File: src/hw/rtl/linked_list_queue_manager_top_assert.svh
// Assertion macros for the queue manager RTL.
// Expects clk and rst_n in the scope of the module that uses them.
`ifndef LINKED_LIST_QUEUE_MANAGER_TOP_ASSERT_SVH
`define LINKED_LIST_QUEUE_MANAGER_TOP_ASSERT_SVH

// Check that cons holds in the same cycle as ante.
`define LLQM_ASSERT_NOW(lbl, ante, cons, msg) \
  lbl: assert property (@(posedge clk) disable iff (!rst_n) (ante) |-> (cons)) \
    else $error(msg);

// Check that cons holds in the cycle after ante.
`define LLQM_ASSERT_NEXT(lbl, ante, cons, msg) \
  lbl: assert property (@(posedge clk) disable iff (!rst_n) (ante) |=> (cons)) \
    else $error(msg);

`endif

File: src/hw/rtl/llqm_pkg.sv
// Shared types and constants for the linked-list queue manager.
// No dependencies.
package llqm_pkg;

  localparam int SLOTS_DEF      = 16;
  localparam int DATA_WIDTH_DEF = 32;

  localparam int OP_W     = 2;
  localparam int ENTRY_W  = 32;
  localparam int HANDLE_W = 4;
  localparam int STATUS_W = 2;
  localparam int OCC_W    = 5;

  typedef logic [OP_W-1:0]     op_t;
  typedef logic [STATUS_W-1:0] status_t;

  localparam op_t OP_ENQUEUE = 2'd0;
  localparam op_t OP_DEQUEUE = 2'd1;
  localparam op_t OP_REMOVE  = 2'd2;

  localparam status_t ST_OK         = 2'd0;
  localparam status_t ST_EMPTY      = 2'd1;
  localparam status_t ST_FULL       = 2'd2;
  localparam status_t ST_BADHANDLE  = 2'd3;

  typedef struct packed {
    logic data_we;
    logic next_we;
    logic prev_we;
  } mem_we_t;

endpackage

File: src/hw/rtl/llqm_store.sv
// Slot storage: data, next-link and prev-link memories, one registered read port.
// Depends on llqm_pkg.
module llqm_store #(
  parameter int SLOTS      = 16,
  parameter int DATA_WIDTH = 32,
  parameter int IDX_W      = $clog2(SLOTS)
) (
  input  logic                    clk,
  input  logic                    rd_en,
  input  logic [IDX_W-1:0]        rd_addr,
  output logic [DATA_WIDTH-1:0]   rd_data,
  output logic [IDX_W-1:0]        rd_next,
  output logic [IDX_W-1:0]        rd_prev,
  input  llqm_pkg::mem_we_t       we,
  input  logic [IDX_W-1:0]        data_waddr,
  input  logic [DATA_WIDTH-1:0]   data_wdata,
  input  logic [IDX_W-1:0]        next_waddr,
  input  logic [IDX_W-1:0]        next_wdata,
  input  logic [IDX_W-1:0]        prev_waddr,
  input  logic [IDX_W-1:0]        prev_wdata
);
  import llqm_pkg::*;

  logic [DATA_WIDTH-1:0] data_mem [SLOTS];
  logic [IDX_W-1:0]      next_mem [SLOTS];
  logic [IDX_W-1:0]      prev_mem [SLOTS];

  always_ff @(posedge clk) begin
    if (we.data_we) begin
      data_mem[data_waddr] <= data_wdata;
    end
    if (we.next_we) begin
      next_mem[next_waddr] <= next_wdata;
    end
    if (we.prev_we) begin
      prev_mem[prev_waddr] <= prev_wdata;
    end
  end

  always_ff @(posedge clk) begin
    if (rd_en) begin
      rd_data <= data_mem[rd_addr];
      rd_next <= next_mem[rd_addr];
      rd_prev <= prev_mem[rd_addr];
    end
  end

endmodule

File: src/hw/rtl/llqm_free_enc.sv
// Priority encoder over the slot in-use map: lowest free slot.
// Depends on llqm_pkg.
module llqm_free_enc #(
  parameter int SLOTS = 16,
  parameter int IDX_W = $clog2(SLOTS)
) (
  input  logic [SLOTS-1:0] in_use,
  output logic             found,
  output logic [IDX_W-1:0] idx
);
  import llqm_pkg::*;

  always_comb begin
    found = 1'b0;
    idx   = '0;
    for (int i = SLOTS - 1; i >= 0; i--) begin
      if (!in_use[i]) begin
        found = 1'b1;
        idx   = IDX_W'(i);
      end
    end
  end

endmodule

File: src/hw/rtl/llqm_ctrl.sv
// Request sequencer: read links, unlink or append, write back, build the result.
// Depends on llqm_pkg, llqm_free_enc and the assertion macro header.
`include "linked_list_queue_manager_top_assert.svh"

module llqm_ctrl #(
  parameter int SLOTS      = 16,
  parameter int DATA_WIDTH = 32,
  parameter int IDX_W      = $clog2(SLOTS),
  parameter int CNT_W      = $clog2(SLOTS + 1)
) (
  input  logic                              clk,
  input  logic                              rst_n,
  input  logic                              start,
  output logic                              busy,
  input  llqm_pkg::op_t                     in_operation,
  input  logic [llqm_pkg::ENTRY_W-1:0]      in_entry_data,
  input  logic [llqm_pkg::HANDLE_W-1:0]     in_handle,
  output logic                              out_strobe,
  output llqm_pkg::status_t                 out_status,
  output logic [llqm_pkg::ENTRY_W-1:0]      out_data,
  output logic [llqm_pkg::HANDLE_W-1:0]     out_handle,
  output logic [llqm_pkg::OCC_W-1:0]        out_occupancy,
  output logic                              rd_en,
  output logic [IDX_W-1:0]                  rd_addr,
  input  logic [DATA_WIDTH-1:0]             rd_data,
  input  logic [IDX_W-1:0]                  rd_next,
  input  logic [IDX_W-1:0]                  rd_prev,
  output llqm_pkg::mem_we_t                 we,
  output logic [IDX_W-1:0]                  data_waddr,
  output logic [DATA_WIDTH-1:0]             data_wdata,
  output logic [IDX_W-1:0]                  next_waddr,
  output logic [IDX_W-1:0]                  next_wdata,
  output logic [IDX_W-1:0]                  prev_waddr,
  output logic [IDX_W-1:0]                  prev_wdata
);
  import llqm_pkg::*;

  typedef enum logic {
    S_IDLE,
    S_EXEC
  } state_t;

  state_t                state_r, state_nxt;
  logic [SLOTS-1:0]      in_use_r, in_use_nxt;
  logic [IDX_W-1:0]      head_r, head_nxt;
  logic [IDX_W-1:0]      tail_r, tail_nxt;
  logic [CNT_W-1:0]      count_r, count_nxt;
  logic                  out_strobe_r, out_strobe_nxt;
  status_t               status_r, status_nxt;
  logic [ENTRY_W-1:0]    odata_r, odata_nxt;
  logic [HANDLE_W-1:0]   ohandle_r, ohandle_nxt;
  logic [OCC_W-1:0]      occ_r, occ_nxt;

  op_t                   op_r;
  logic [DATA_WIDTH-1:0] data_r;
  logic [IDX_W-1:0]      tgt_r;
  logic                  hnd_ok_r;

  logic                  accept;
  logic                  exec;
  logic                  unlink;
  logic                  free_found;
  logic [IDX_W-1:0]      free_idx;

  llqm_free_enc #(
    .SLOTS (SLOTS),
    .IDX_W (IDX_W)
  ) u_free_enc (
    .in_use (in_use_r),
    .found  (free_found),
    .idx    (free_idx)
  );

  assign busy    = (state_r == S_EXEC);
  assign accept  = start && !busy;
  assign exec    = (state_r == S_EXEC);
  assign rd_en   = accept;
  assign rd_addr = (in_operation == OP_DEQUEUE) ? head_r : IDX_W'(in_handle);

  assign out_strobe    = out_strobe_r;
  assign out_status    = status_r;
  assign out_data      = odata_r;
  assign out_handle    = ohandle_r;
  assign out_occupancy = occ_r;

  always_ff @(posedge clk) begin
    if (accept) begin
      op_r     <= in_operation;
      data_r   <= DATA_WIDTH'(in_entry_data);
      tgt_r    <= rd_addr;
      hnd_ok_r <= (32'(in_handle) < SLOTS);
    end
  end

  always_comb begin
    state_nxt      = accept ? S_EXEC : S_IDLE;
    in_use_nxt     = in_use_r;
    head_nxt       = head_r;
    tail_nxt       = tail_r;
    count_nxt      = count_r;
    out_strobe_nxt = exec;
    status_nxt     = ST_OK;
    odata_nxt      = '0;
    ohandle_nxt    = '0;
    unlink         = 1'b0;
    we             = '0;
    data_waddr     = free_idx;
    data_wdata     = data_r;
    next_waddr     = tail_r;
    next_wdata     = free_idx;
    prev_waddr     = free_idx;
    prev_wdata     = tail_r;

    if (exec) begin
      case (op_r)
        OP_ENQUEUE: begin
          if (!free_found) begin
            status_nxt = ST_FULL;
          end else begin
            we.data_we = 1'b1;
            if (count_r == '0) begin
              head_nxt = free_idx;
            end else begin
              we.next_we = 1'b1;
              we.prev_we = 1'b1;
            end
            tail_nxt             = free_idx;
            in_use_nxt[free_idx] = 1'b1;
            count_nxt            = count_r + 1'b1;
            ohandle_nxt          = HANDLE_W'(free_idx);
          end
        end
        OP_DEQUEUE: begin
          if (count_r == '0) begin
            status_nxt = ST_EMPTY;
          end else begin
            unlink = 1'b1;
          end
        end
        OP_REMOVE: begin
          if (count_r == '0) begin
            status_nxt = ST_EMPTY;
          end else if (!hnd_ok_r || !in_use_r[tgt_r]) begin
            status_nxt = ST_BADHANDLE;
          end else begin
            unlink = 1'b1;
          end
        end
        default: begin
        end
      endcase

      if (unlink) begin
        if (tgt_r == head_r) begin
          head_nxt = rd_next;
        end else begin
          we.next_we = 1'b1;
          next_waddr = rd_prev;
          next_wdata = rd_next;
        end
        if (tgt_r == tail_r) begin
          tail_nxt = rd_prev;
        end else begin
          we.prev_we = 1'b1;
          prev_waddr = rd_next;
          prev_wdata = rd_prev;
        end
        in_use_nxt[tgt_r] = 1'b0;
        count_nxt         = count_r - 1'b1;
        odata_nxt         = ENTRY_W'(rd_data);
      end
    end

    occ_nxt = OCC_W'(count_nxt);
  end

  always_ff @(posedge clk) begin
    if (!rst_n) begin
      state_r      <= S_IDLE;
      in_use_r     <= '0;
      head_r       <= '0;
      tail_r       <= '0;
      count_r      <= '0;
      out_strobe_r <= 1'b0;
    end else begin
      state_r      <= state_nxt;
      in_use_r     <= in_use_nxt;
      head_r       <= head_nxt;
      tail_r       <= tail_nxt;
      count_r      <= count_nxt;
      out_strobe_r <= out_strobe_nxt;
    end
    status_r  <= status_nxt;
    odata_r   <= odata_nxt;
    ohandle_r <= ohandle_nxt;
    occ_r     <= occ_nxt;
  end

  `LLQM_ASSERT_NOW(a_count_matches_map, 1'b1, $countones(in_use_r) == count_r,
                   "entry count differs from in-use map")
  `LLQM_ASSERT_NEXT(a_exec_gives_result, exec, out_strobe_r && !busy,
                    "request finished without a result strobe")
  `LLQM_ASSERT_NOW(a_full_only_at_capacity, exec && op_r == OP_ENQUEUE && !free_found,
                   count_r == CNT_W'(SLOTS), "pool full reported below capacity")
  `LLQM_ASSERT_NEXT(a_unlink_frees_slot, unlink, !in_use_r[$past(tgt_r)],
                    "unlinked slot still marked in use")

endmodule

File: src/hw/rtl/linked_list_queue_manager_top.sv
// Queue manager top: a FIFO kept as a doubly linked list over a slot pool.
// The link read is registered as a request is accepted; the result strobe is registered from the execute state.
// No new request is taken until the previous one has finished its write-back; busy is high until then.
// Reset clears the in-use map, head, tail and count; slot memories are not cleared.
// The receiver cannot stall; each result is shown for one cycle only.
// Depends on llqm_pkg, llqm_ctrl and llqm_store.
module linked_list_queue_manager_top #(
  parameter int SLOTS      = llqm_pkg::SLOTS_DEF,
  parameter int DATA_WIDTH = llqm_pkg::DATA_WIDTH_DEF
) (
  input  logic                              clk,
  input  logic                              rst_n,
  input  logic                              start,
  output logic                              busy,
  input  llqm_pkg::op_t                     in_operation,
  input  logic [llqm_pkg::ENTRY_W-1:0]      in_entry_data,
  input  logic [llqm_pkg::HANDLE_W-1:0]     in_handle,
  output logic                              out_strobe,
  output llqm_pkg::status_t                 out_status,
  output logic [llqm_pkg::ENTRY_W-1:0]      out_data,
  output logic [llqm_pkg::HANDLE_W-1:0]     out_handle,
  output logic [llqm_pkg::OCC_W-1:0]        out_occupancy
);
  import llqm_pkg::*;

  localparam int IDX_W = $clog2(SLOTS);
  localparam int CNT_W = $clog2(SLOTS + 1);

  logic                  rd_en;
  logic [IDX_W-1:0]      rd_addr;
  logic [DATA_WIDTH-1:0] rd_data;
  logic [IDX_W-1:0]      rd_next;
  logic [IDX_W-1:0]      rd_prev;
  mem_we_t               we;
  logic [IDX_W-1:0]      data_waddr;
  logic [DATA_WIDTH-1:0] data_wdata;
  logic [IDX_W-1:0]      next_waddr;
  logic [IDX_W-1:0]      next_wdata;
  logic [IDX_W-1:0]      prev_waddr;
  logic [IDX_W-1:0]      prev_wdata;

  llqm_ctrl #(
    .SLOTS      (SLOTS),
    .DATA_WIDTH (DATA_WIDTH),
    .IDX_W      (IDX_W),
    .CNT_W      (CNT_W)
  ) u_ctrl (
    .clk           (clk),
    .rst_n         (rst_n),
    .start         (start),
    .busy          (busy),
    .in_operation  (in_operation),
    .in_entry_data (in_entry_data),
    .in_handle     (in_handle),
    .out_strobe    (out_strobe),
    .out_status    (out_status),
    .out_data      (out_data),
    .out_handle    (out_handle),
    .out_occupancy (out_occupancy),
    .rd_en         (rd_en),
    .rd_addr       (rd_addr),
    .rd_data       (rd_data),
    .rd_next       (rd_next),
    .rd_prev       (rd_prev),
    .we            (we),
    .data_waddr    (data_waddr),
    .data_wdata    (data_wdata),
    .next_waddr    (next_waddr),
    .next_wdata    (next_wdata),
    .prev_waddr    (prev_waddr),
    .prev_wdata    (prev_wdata)
  );

  llqm_store #(
    .SLOTS      (SLOTS),
    .DATA_WIDTH (DATA_WIDTH),
    .IDX_W      (IDX_W)
  ) u_store (
    .clk        (clk),
    .rd_en      (rd_en),
    .rd_addr    (rd_addr),
    .rd_data    (rd_data),
    .rd_next    (rd_next),
    .rd_prev    (rd_prev),
    .we         (we),
    .data_waddr (data_waddr),
    .data_wdata (data_wdata),
    .next_waddr (next_waddr),
    .next_wdata (next_wdata),
    .prev_waddr (prev_waddr),
    .prev_wdata (prev_wdata)
  );

endmodule

File: config.mk
export PLATFORM = sky130hd
export DESIGN_NAME = linked_list_queue_manager_top
export DESIGN_NICKNAME = d
export VERILOG_FILES = /design/src/hw/rtl/llqm_pkg.sv /design/src/hw/rtl/llqm_store.sv /design/src/hw/rtl/llqm_free_enc.sv /design/src/hw/rtl/llqm_ctrl.sv /design/src/hw/rtl/linked_list_queue_manager_top.sv
export VERILOG_INCLUDE_DIRS = /design/src /design/src/hw/rtl
export SDC_FILE = /design/constraint.sdc
export NUM_CORES = 1
export LEC_CHECK = 0
export BUFFER_PORTS_ARGS = -buffer_cell sky130_fd_sc_hd__buf_2
export CAP_MARGIN = 20
export CELL_PAD_IN_SITES_DETAIL_PLACEMENT = 2
export CELL_PAD_IN_SITES_GLOBAL_PLACEMENT = 2
export CORE_ASPECT_RATIO = 1.4
export CORE_MARGIN = 8
export CORE_UTILIZATION = 30
export CTS_BUF_LIST = sky130_fd_sc_hd__clkbuf_4 sky130_fd_sc_hd__clkbuf_8
export CTS_CLUSTER_DIAMETER = 150
export DETAILED_ROUTE_END_ITERATION = 10
export PLACE_DENSITY = 0.55
export REMOVE_ABC_BUFFERS = 1
export SYNTH_ARGS = -nofsm -noshare
export SYNTH_HDL_FRONTEND = slang
export SYNTH_HIERARCHICAL = 1
export SYNTH_SLANG_ARGS = --single-unit
File: constraint.sdc
create_clock -name clk -period 4.5 [get_ports clk]
set_clock_uncertainty 0.05 [all_clocks]
set_input_delay 0.225 -clock clk [delete_from_list [all_inputs] [get_ports clk]]
set_output_delay 0.225 -clock clk [all_outputs]
set_load 0.01 [all_outputs]
# Yosys cells after proc, flatten, opt, wreduce, memory -nomap -nowiden
# Memory sizes are Yosys's and may differ from the RTL's. A register that Yosys moved wholly into a read port is not among the register bits.
# Cells that the tools add are included.
# W data, S select, Z words.
[word_totals]
register_bits = 112
ramBits = 640
in_bits = 41
output_inout_bits = 45
mem_count = 3
[op_classes]
n_addsub = 2
n_lt_le_gt_ge = 4
eq_ne = 5
mux = 92
n_bitwise = 3
reduce_logical = 8
[memory_table]
columns = ["memory", "depth", "width", "rd", "rd_ports_with_merged_regs", "wr", "line_no", "source"]
rows = [
  ["u_store.data_mem", 16, 32, 1, 1, 1, "llqm_store.sv:24", "logic [DATA_WIDTH-1:0] data_mem [SLOTS];"],
  ["u_store.next_mem", 16, 4, 1, 1, 1, "llqm_store.sv:25", "logic [IDX_W-1:0] next_mem [SLOTS];"],
  ["u_store.prev_mem", 16, 4, 1, 1, 1, "llqm_store.sv:26", "logic [IDX_W-1:0] prev_mem [SLOTS];"],
]
[op_table]
columns = ["op", "count"]
rows = [
  ["$mux W4", 38],
  ["$mux W16", 4],
  ["$mux W1", 33],
  ["$mux W5", 4],
  ["$and A16 B16 Y16", 1],
  ["$not A16 Y16", 1],
  ["$or A16 B16 Y16", 1],
  ["$lt A4 B5 Y1 const B", 2],
  ["$mux W2", 5],
  ["$mux W3", 3],
  ["$demux W1 S4", 2],
  ["$eq A4 B4 Y1", 2],
  ["$ge A4 B1 Y1 const B", 2],
  ["$pmux W2 S3", 1],
  ["$add A5 B1 Y5 const B", 1],
  ["$logic_not A5 Y1", 1],
  ["$sub A5 B1 Y5 const B", 1],
  ["$bmux W1 S4", 1],
  ["$eq A2 B1 Y1 const B", 2],
  ["$logic_and A1 B1 Y1", 3],
  ["$reduce_and A3 Y1", 1],
  ["$eq A2 B2 Y1 const B", 1],
  ["$logic_not A2 Y1", 1],
  ["$pmux W1 S2", 1],
  ["other kinds (2)", 2],
]

# Longest topological paths before layout
# Gate-level depths: netlist (run 1).
[logic_depth]
word_depth = 26
ltp_mapped = 12
depth_no_buf = 10

# By module
# Netlist (run 1), hierarchy kept.
[by_module_without_submodules]
columns = ["module", "instances", "cells_each", "area_each_um2", "seq_area_each_um2"]
rows = [
  ["llqm_store", 1, 1086, 25754.7, 20419.6],
  ["llqm_ctrl", 1, 389, 4605.7, 2622.5],
  ["llqm_free_enc", 1, 34, 166.4, 0.0],
]

# Worst setup path after synthesis (run 1)
# No wires, ideal clock.
[synth_path]
path_kind = "reg2reg"
start = "reg u_ctrl.state_r, in the netlist u_ctrl/busy"
end = "reg u_ctrl.data_r[0], in the netlist u_ctrl/data_wdata[0] (enable)"
setup_time_ps = 523
t_arrival_ps = 4167
t_required_ps = 3927
slack_ps = -240
stages_incl_launch_ff = 4
n_path_buf = 2
synth_period_minus_slack_ps = 4740
path_cell_list = "dfxtp_1 clkbuf_1 clkbuf_1 nor2b_1"
[synth_between]
elab_chain_cells = 2
[synth_lines]
columns = ["element", "line_no", "source"]
rows = [
  ["start, declared", "llqm_ctrl.sv:43", "state_t state_r, state_nxt;"],
  ["start signal, assigned", "llqm_ctrl.sv:186", "state_r <= state_nxt;"],
  ["$logic_not A1 Y1", "llqm_ctrl.sv:75", "assign accept = start && !busy;"],
  ["$logic_and A1 B1 Y1", "llqm_ctrl.sv:75", ""],
  ["named net rd_en", "linked_list_queue_manager_top.sv:29", "logic rd_en;"],
  ["end signal, assigned", "llqm_ctrl.sv:89", "data_r <= DATA_WIDTH'(in_entry_data);"],
  ["end, declared", "llqm_ctrl.sv:55", "logic [DATA_WIDTH-1:0] data_r;"],
]
# The timed path passes the listed nets, and every way through them passes these cells.
# A chain may end at the register's enable or synchronous reset.

# Final worst setup path (run 1)
[layout_path]
start = "reg u_ctrl.tgt_r[1]"
end = "mem u_store/next_mem[0][2] (netlist name) (enable)"
[layout_rtl]
columns = ["element", "line_no", "source"]
rows = [
  ["start, declared", "llqm_ctrl.sv:56", "logic [IDX_W-1:0] tgt_r;"],
  ["start signal, assigned", "llqm_ctrl.sv:90", "tgt_r <= rd_addr;"],
  ["$bmux W1 S4", "llqm_ctrl.sv:143", "end else if (!hnd_ok_r || !in_use_r[tgt_r]) begin"],
  ["$mux W1 (not written as such)", "llqm_ctrl.sv:143", ""],
  ["$mux W1", "llqm_ctrl.sv:143", ""],
  ["$mux W1", "llqm_ctrl.sv:141", "if (count_r == '0) begin"],
  ["$pmux W1 S2", "llqm_ctrl.sv:115", "case (op_r)"],
  ["$mux W1", "llqm_ctrl.sv:114", "if (exec) begin"],
  ["$mux W4 (*)", "llqm_ctrl.sv:153", "if (unlink) begin"],
  ["$mux W4 (*)", "llqm_ctrl.sv:114", ""],
  ["named net next_waddr[3]", "linked_list_queue_manager_top.sv:37", "logic [IDX_W-1:0] next_waddr;"],
  ["end, declared", "llqm_store.sv:25", ""],
]
# Mark *: on every way through the listed nets, which the timed path passes. The rest lies on a longest branch. The select of a mux whose other input is x is not followed.

==> flow_summary.json, run 1 <==
{
  "hold_end": "u_ctrl/op_r[0]$_DFFE_PP_",
  "die_area_um2": 112400,
  "die_w_um": 285.6,
  "synth_edf_count": 718,
  "cp-startpoint": "u_ctrl/tgt_r[1]$_DFFE_PP_",
  "grt_usage": 0.1436,
  "period_needed_ps": 4052,
  "synthSimpleGateAreaFrac": 0.04144,
  "r2r_cells": 8,
  "drc": 0,
  "core_area_um2": 101000,
  "clockBufferDepth": 3,
  "min_path_cells": 3,
  "antenna_found_initial": 5,
  "cts_buffers": 121,
  "finalCritPeriodShare": 0.9003,
  "crit_type": "reg2reg",
  "cts_post_setup_buffers_inserted": 0,
  "fin_cells": 3153,
  "start_kind": "flop",
  "nFillCells": 9840,
  "path_max_fanout": 10,
  "timing.fmax_mhz": 246.8,
  "synthArstFlopShare": 0,
  "r2r_setup_slack_ps": 450,
  "clkPwrFrac": 0.400,
  "avgSynthCellArea_um2": 20.23,
  "postSynthCellCount": 1509,
  "p_sw_frac": 0.2249,
  "synth_mux_area_frac": 0.1420,
  "synth_top_family_by_area": "multiplexers",
  "tightest_slew_ps": 895.2,
  "slew_violations": 0,
  "ant_nets": 0,
  "rsz0062_at_grt": "no",
  "start_util": 0.3022,
  "hold_class": "in2reg",
  "ctsHtreeMaxLevel": 3,
  "p_comb_frac": 0.041,
  "finalWirelength_um": 81610,
  "synth_cell_type_count": 56,
  "cts.clk_slew.worst_paths_ps": 70,
  "synthAdderAreaFrac": 0.002459,
  "ir_drop_mv": 0.2395,
  "post-route-util": 0.3511,
  "r2r-end": "u_store/next_mem[0][2]$_DFFE_PP_",
  "placed_cells": 2886,
  "seq_power_share": 0.559,
  "p_int_w": 0.01134,
  "p_per_area_nw_per_um2": 412.7,
  "vias": 15330,
  "nNetsFinal": 1764,
  "synth-seq-area-share": 0.7548,
  "synth-xor-area-share": 0.002869,
  "io_pins": 86,
  "grt_pass1_wl_um": 120300,
  "avgViaCountPerCell": 4.863,
  "critPathCaptureType": "flop",
  "root_buffer": "clkbuf_8",
  "slew_headroom": 0.4019,
  "worstPathArrival_ps": 4410,
  "status": "complete, no violations",
  "drt_pass1_iterations": 5,
  "wl_per_cell_um": 25.88,
  "areaGrowthSynthToFinish_pct": 16.17,
  "cts.sinks": 792,
  "synth_compound_area_frac": 0.03824,
  "power_leakage_nw": 11.38,
  "ys_ff_latch": 792,
  "cp.required_ps": 4860,
  "maxCapViolCount": 0,
  "insertion_delay_ps": 800,
  "dp_hpwl_um": 46320,
  "p_sw_w": 0.003292,
  "grt_max_degree": 80,
  "gp_congestion": 0.7227,
  "core.rowCount": 138,
  "layout-drive-gt1-share": 0.2640,
  "hold_viol": 0,
  "cts_tree": "yes",
  "yosys_warnings": 6,
  "p_total_w": 0.01464,
  "setup_viol": 0,
  "min_from": "start",
  "die_y_um": 393.4,
  "synth_flop_cell": "edfxtp_1",
  "grt_pass1_vias": 17540,
  "reg2reg_from": "u_ctrl/tgt_r[1]$_DFFE_PP_",
  "io_buffers": 85,
  "drtIter0Drc": 913,
  "overflow": 0,
  "syn-cell-area_um2": 30530
}
-- critical path, cell delays in order, from the launching register on --
cell      delay (ps)
edfxtp_1         660
mux4_2           620
a22oi_4          250
a21bo_1          210
a21oi_4           90
nand2b_1         320
mux2_2           420
or3b_2           520
nor3_1           510
-- final cells by class --
type	count	area (um^2)	share of cell area
inverter	12	45.04	0.001270
tap	1330	1664	0.04692
timing repair buffer	160	1234	0.03479
antenna	1	2.502	0.00007056
clock buffer	165	2033	0.05733
sequential	792	23040	0.6497
clock inverter	63	329.1	0.009279
multi-input combinational	630	7114	0.2006
-- state kept, by name (all words and copies together) (netlist names), 5 cells and up --
signal and count:
u_store/data_mem 512, u_ctrl/out_data 32, u_ctrl/count_r 5, u_store/rd_data 32
u_ctrl/data_wdata 32, u_store/next_mem 64, u_store/prev_mem 64, u_ctrl/in_use_r 16
u_ctrl/out_occupancy 5
-- Yosys cell counts (2+ instances only) --
cell type  count  share of area
o21ai_0       27         0.0044
nand3b_1       8         0.0020
buf_12        11         0.0072
edfxtp_1     718           0.71
o2111a_1       4         0.0015
nand2b_1      12         0.0025
nor4_1         4        0.00082
dfxtp_1       74          0.049
mux4_2       104          0.077
ha_1           6         0.0025
nand4_1        7         0.0014
mux2_2        28          0.010
nor3b_1        2        0.00049
nand3_1        7         0.0011
nor2b_1        9         0.0018
nand2_2        2        0.00041
buf_2         19         0.0031
buf_6          3         0.0011
a31oi_1       22         0.0045
or3b_2         4         0.0011
a22oi_1       80          0.020
mux4_1        60          0.052
xor2_1         6         0.0017
clkbuf_1      41         0.0050
o21a_1         2        0.00049
a32oi_1        4         0.0011
o21ai_1        2        0.00033
a21boi_0       4        0.00098
nor2_1        54         0.0066
inv_1         12         0.0015
xnor2_1        4         0.0011
nor3_1        18         0.0030
and3_1         2        0.00041
and2_1        44         0.0090
nand2_1       71         0.0087
mux2i_1       10         0.0033
a21oi_1        4        0.00066
a22oi_4        2         0.0014
-- per-stage QoR --
| stage | hold slack, ps | instance area, um^2 | setup WS, ps | TNS [ps] |
|---|---|---|---|---|
| 2_1_floorplan | 273.9 | 30020 | -329.6 | -25060 |
| 3_3_place_gp | 350.9 | 32720 | 646.3 | 0 |
| 3_5_place_dp | 353.3 | 32720 | 450.8 | 0 |
| 4_1_cts | 1.863 | 35460 | 409.7 | 0 |
| 5_1_grt | 20.47 | 35460 | 249.2 | 0 |
| 6_report | 100.5 | 35460 | 448.4 | 0 |
-- power by group through the flow --
| stage | sequential (W) | combinational [W] | clock [W] |
|---|---|---|---|
| 5_1_grt | 0.00819 | 0.000654 | 0.00640 |
| 2_1_floorplan | 0.00829 | 0.000379 | 0 |
| 3_3_place_gp | 0.00833 | 0.000590 | 0 |
| 3_5_place_dp | 0.00834 | 0.000598 | 0 |
| 4_1_cts | 0.00818 | 0.000625 | 0.00611 |
| 6_report | 0.00818 | 0.000606 | 0.00585 |
-- cell families (layout without fill, tap and decap cells) --
group | after synthesis | in the layout
adders and majority gates | 6 | 6
DFF | 792 | 792
and+or+nand+nor | 251 | 251
buffers and inverters | 87 | 400
AOI/OAI and AO/OA | 161 | 161
muxes | 202 | 202
xor gates and xnor gates | 10 | 10
other | 0 | 1
-- layer usage --
metal | vias to the layer above | track usage | wire, um
li1 | 6667 | - | -
met1 | 8196 | 0.1747 | 33980
met2 | 337 | 0.2536 | 42220
met3 | 134 | 0.03090 | 3438
met4 | 0 | 0.04276 | 1965
met5 | - | 0 | 0
-- cells in the final DEF, fill, tap and decap left out, types with 5 or more instances in the layout --
cell | synthesis | layout
nor3_1 | 18 | 13
xor2_1 | 6 | 6
clkbuf_8 | 0 | 127
clkinv_2 | 0 | 20
nor2_1 | 54 | 41
a31oi_1 | 22 | 22
dlygate4sd3_1 | 0 | 38
ha_1 | 6 | 6
mux4_2 | 104 | 104
mux2i_1 | 10 | 10
mux2_2 | 28 | 26
nand2_1 | 71 | 71
nand3_1 | 7 | 7
o21ai_0 | 27 | 27
nand2b_1 | 12 | 12
buf_2 | 19 | 85
nand4_1 | 7 | 7
edfxtp_1 | 718 | 718
and2_1 | 44 | 43
nor2b_1 | 9 | 6
inv_1 | 12 | 12
nand3b_1 | 8 | 8
buf_12 | 11 | 12
mux4_1 | 60 | 60
a22oi_1 | 80 | 80
buf_4 | 1 | 25
dfxtp_1 | 74 | 74
nor2_4 | 0 | 13
nor3_2 | 0 | 5
clkinv_1 | 0 | 35
clkbuf_4 | 0 | 38
-- worst max path at each step --
stage,to,slack (ps),depth (start not counted)
CTS,u_store/next_mem[0][3]$_DFFE_PP_,410,8
global route,u_store/next_mem[0][2]$_DFFE_PP_,250,8
detailed placement,u_store/next_mem[0][3]$_DFFE_PP_,450,8
finish,u_store/next_mem[0][2]$_DFFE_PP_,450,8
global placement,u_store/next_mem[0][1]$_DFFE_PP_,650,8
floorplan,u_store/rd_data[0]$_DFFE_PP_,-330,5
-- timing repair --
item	4_1_cts	5_1_grt
hold buffers	38	0
hold endpoints to repair	62	0
setup endpoints to repair	0	0
gates resized for setup	0	0
Power figures use the tool's default switching activity.
==> inputs of run 2 (changes only) <==
--- a/config.mk
+++ b/config.mk
@@ -16,6 +16,7 @@
 export CTS_BUF_LIST = sky130_fd_sc_hd__clkbuf_4 sky130_fd_sc_hd__clkbuf_8
 export CTS_CLUSTER_DIAMETER = 150
 export DETAILED_ROUTE_END_ITERATION = 10
+export MAX_ROUTING_LAYER = met4
 export PLACE_DENSITY = 0.55
 export REMOVE_ABC_BUFFERS = 1
 export SYNTH_ARGS = -nofsm -noshare
==> flow_summary.json, run 2 (synthesis results as in run 1) <==
{
  "avgViaCountPerCell": 4.860,
  "grt_max_degree": 80,
  "status": "complete, no violations",
  "areaGrowthSynthToFinish_pct": 16.18,
  "critPathCaptureType": "flop",
  "cts_tree": "yes",
  "grt_usage": 0.1478,
  "holdWs_ps": 101.0,
  "timing.fmax_mhz": 246.5,
  "clockBufferDepth": 3,
  "nFillCells": 9839,
  "drc": 0,
  "die_y_um": 393.4,
  "gp_congestion": 0.7312,
  "p_per_area_nw_per_um2": 412.6,
  "drt_pass1_iterations": 4,
  "die_w_um": 285.6,
  "grt_pass1_wl_um": 120300,
  "die_area_um2": 112400,
  "finalCritPeriodShare": 0.9016,
  "rsz0062_at_grt": "no",
  "antenna_found_initial": 5,
  "path_max_fanout": 10,
  "setup_viol": 0,
  "globalRouteMet3Util": 0.02969,
  "core.rowCount": 138,
  "ir_drop_mv": 0.2408,
  "core_area_um2": 101000,
  "hold_viol": 0,
  "worstPathArrival_ps": 4410,
  "cts_post_setup_buffers_inserted": 0,
  "finalWirelength_um": 81630,
  "final_cell_mix": "edfxtp_1 (718), clkbuf_8 (127), mux4_2 (104)",
  "grt-busiest-layer": "met2",
  "maxCapViolCount": 0,
  "ant_nets": 0,
  "overflow": 0,
  "grt_pass1_vias": 17520,
  "crit_type": "reg2reg",
  "dp_hpwl_um": 46320,
  "clkPwrFrac": 0.400,
  "cts.sinks": 792,
  "period_needed_ps": 4057,
  "p_int_w": 0.01134,
  "vias": 15330,
  "met2_usage": 0.2539,
  "start_util": 0.3022,
  "wl_per_cell_um": 25.88,
  "p_comb_frac": 0.041,
  "layout-drive-gt1-share": 0.2640,
  "cts_buffers": 121,
  "tightest_slew_ps": 903.0,
  "p_sw_frac": 0.2248,
  "regMostFlops": "u_store/data_mem",
  "hold_class": "in2reg",
  "nNetsFinal": 1764,
  "drtIter0Drc": 902,
  "p_sw_w": 0.003289,
  "ctsHtreeMaxLevel": 3,
  "insertion_delay_ps": 790,
  "slew_headroom": 0.3967,
  "setup_tns_ps": 0,
  "slew_violations": 0,
  "fin_ws_ps": 442.8,
  "seq_power_share": 0.559,
  "root_buffer": "clkbuf_8",
  "largest_registers": "u_store/data_mem (512), u_store/next_mem (64), u_store/prev_mem (64)",
  "power_leakage_nw": 11.38,
  "io_pins": 86,
  "cts_resized": 0,
  "cts.clk_slew.worst_paths_ps": 70,
  "globalRouteMet1Util": 0.1753,
  "cp.required_ps": 4860,
  "cts_hold_buffers": 38,
  "start_kind": "flop",
  "final_common_cell": "edfxtp_1",
  "pre_cts_ws_ps": 450.8,
  "largest_reg_flops": 512,
  "io_buffers": 85
}
## run 2: cell count changes in the layout (fill, tap and decap cells not counted), sizes merged
cell   before  now
diode       1    2
## run 2: power groups by stage
stage	clock (W)	sequential [W]	combinational, W
detailed placement	0	0.00834	0.000598
finish	0.00585	0.00818	0.000607
floorplan	0	0.00829	0.000379
global placement	0	0.00833	0.000590
global route	0.00640	0.00819	0.000654
CTS	0.00611	0.00818	0.000625
## run 2: per-stage QoR
stage / util / instances / cell area (um^2) / total power (W)
floorplan: - / 1434 / 30020 / 0.008673
global placement: 0.3239 / 2886 / 32720 / 0.008916
detailed placement: 0.3239 / 2886 / 32720 / 0.008937
CTS: 0.3511 / 3152 / 35460 / 0.01491
global route: 0.3511 / 3153 / 35460 / 0.01524
finish: 0.3511 / 3154 / 35470 / 0.01463
## run 2: metal layers
layer | up-vias | wire length, um
met5 | - | 0
met4 | 0 | 1981
met3 | 145 | 3132
met2 | 310 | 42350
met1 | 8207 | 34160
li1 | 6666 | -
## run 2: final timing paths
kind,start,end,slack [ps],cells after the start
worst min register to register,u_store/rd_data[11]$_DFFE_PP_,u_ctrl/out_data[11]$_SDFF_PN0_,390,1
worst min-delay path,start,u_ctrl/op_r[0]$_DFFE_PP_,100,3
worst max-delay path,u_ctrl/tgt_r[1]$_DFFE_PP_,u_store/next_mem[0][2]$_DFFE_PP_,440,8
worst max register to register,u_ctrl/tgt_r[1]$_DFFE_PP_,u_store/next_mem[0][2]$_DFFE_PP_,440,8
## run 2: final cells by class
class / instances / area, um^2 / share of cell area
tap: 1330 / 1664 / 0.04692
timing repair buffer: 160 / 1234 / 0.03478
clock inverter: 63 / 329.1 / 0.009278
multi-input combinational: 630 / 7114 / 0.2006
sequential: 792 / 23040 / 0.6497
antenna: 2 / 5.005 / 0.0001411
clock buffer: 165 / 2033 / 0.05733
inverter: 12 / 45.04 / 0.001270
## run 2: worst max-delay path, stage by stage, from the launching register on
cell	delay, ps
edfxtp_1	660
mux4_2	620
a22oi_4	250
a21bo_1	210
a21oi_4	90
nand2b_1	320
mux2_2	430
or3b_2	520
nor3_1	510
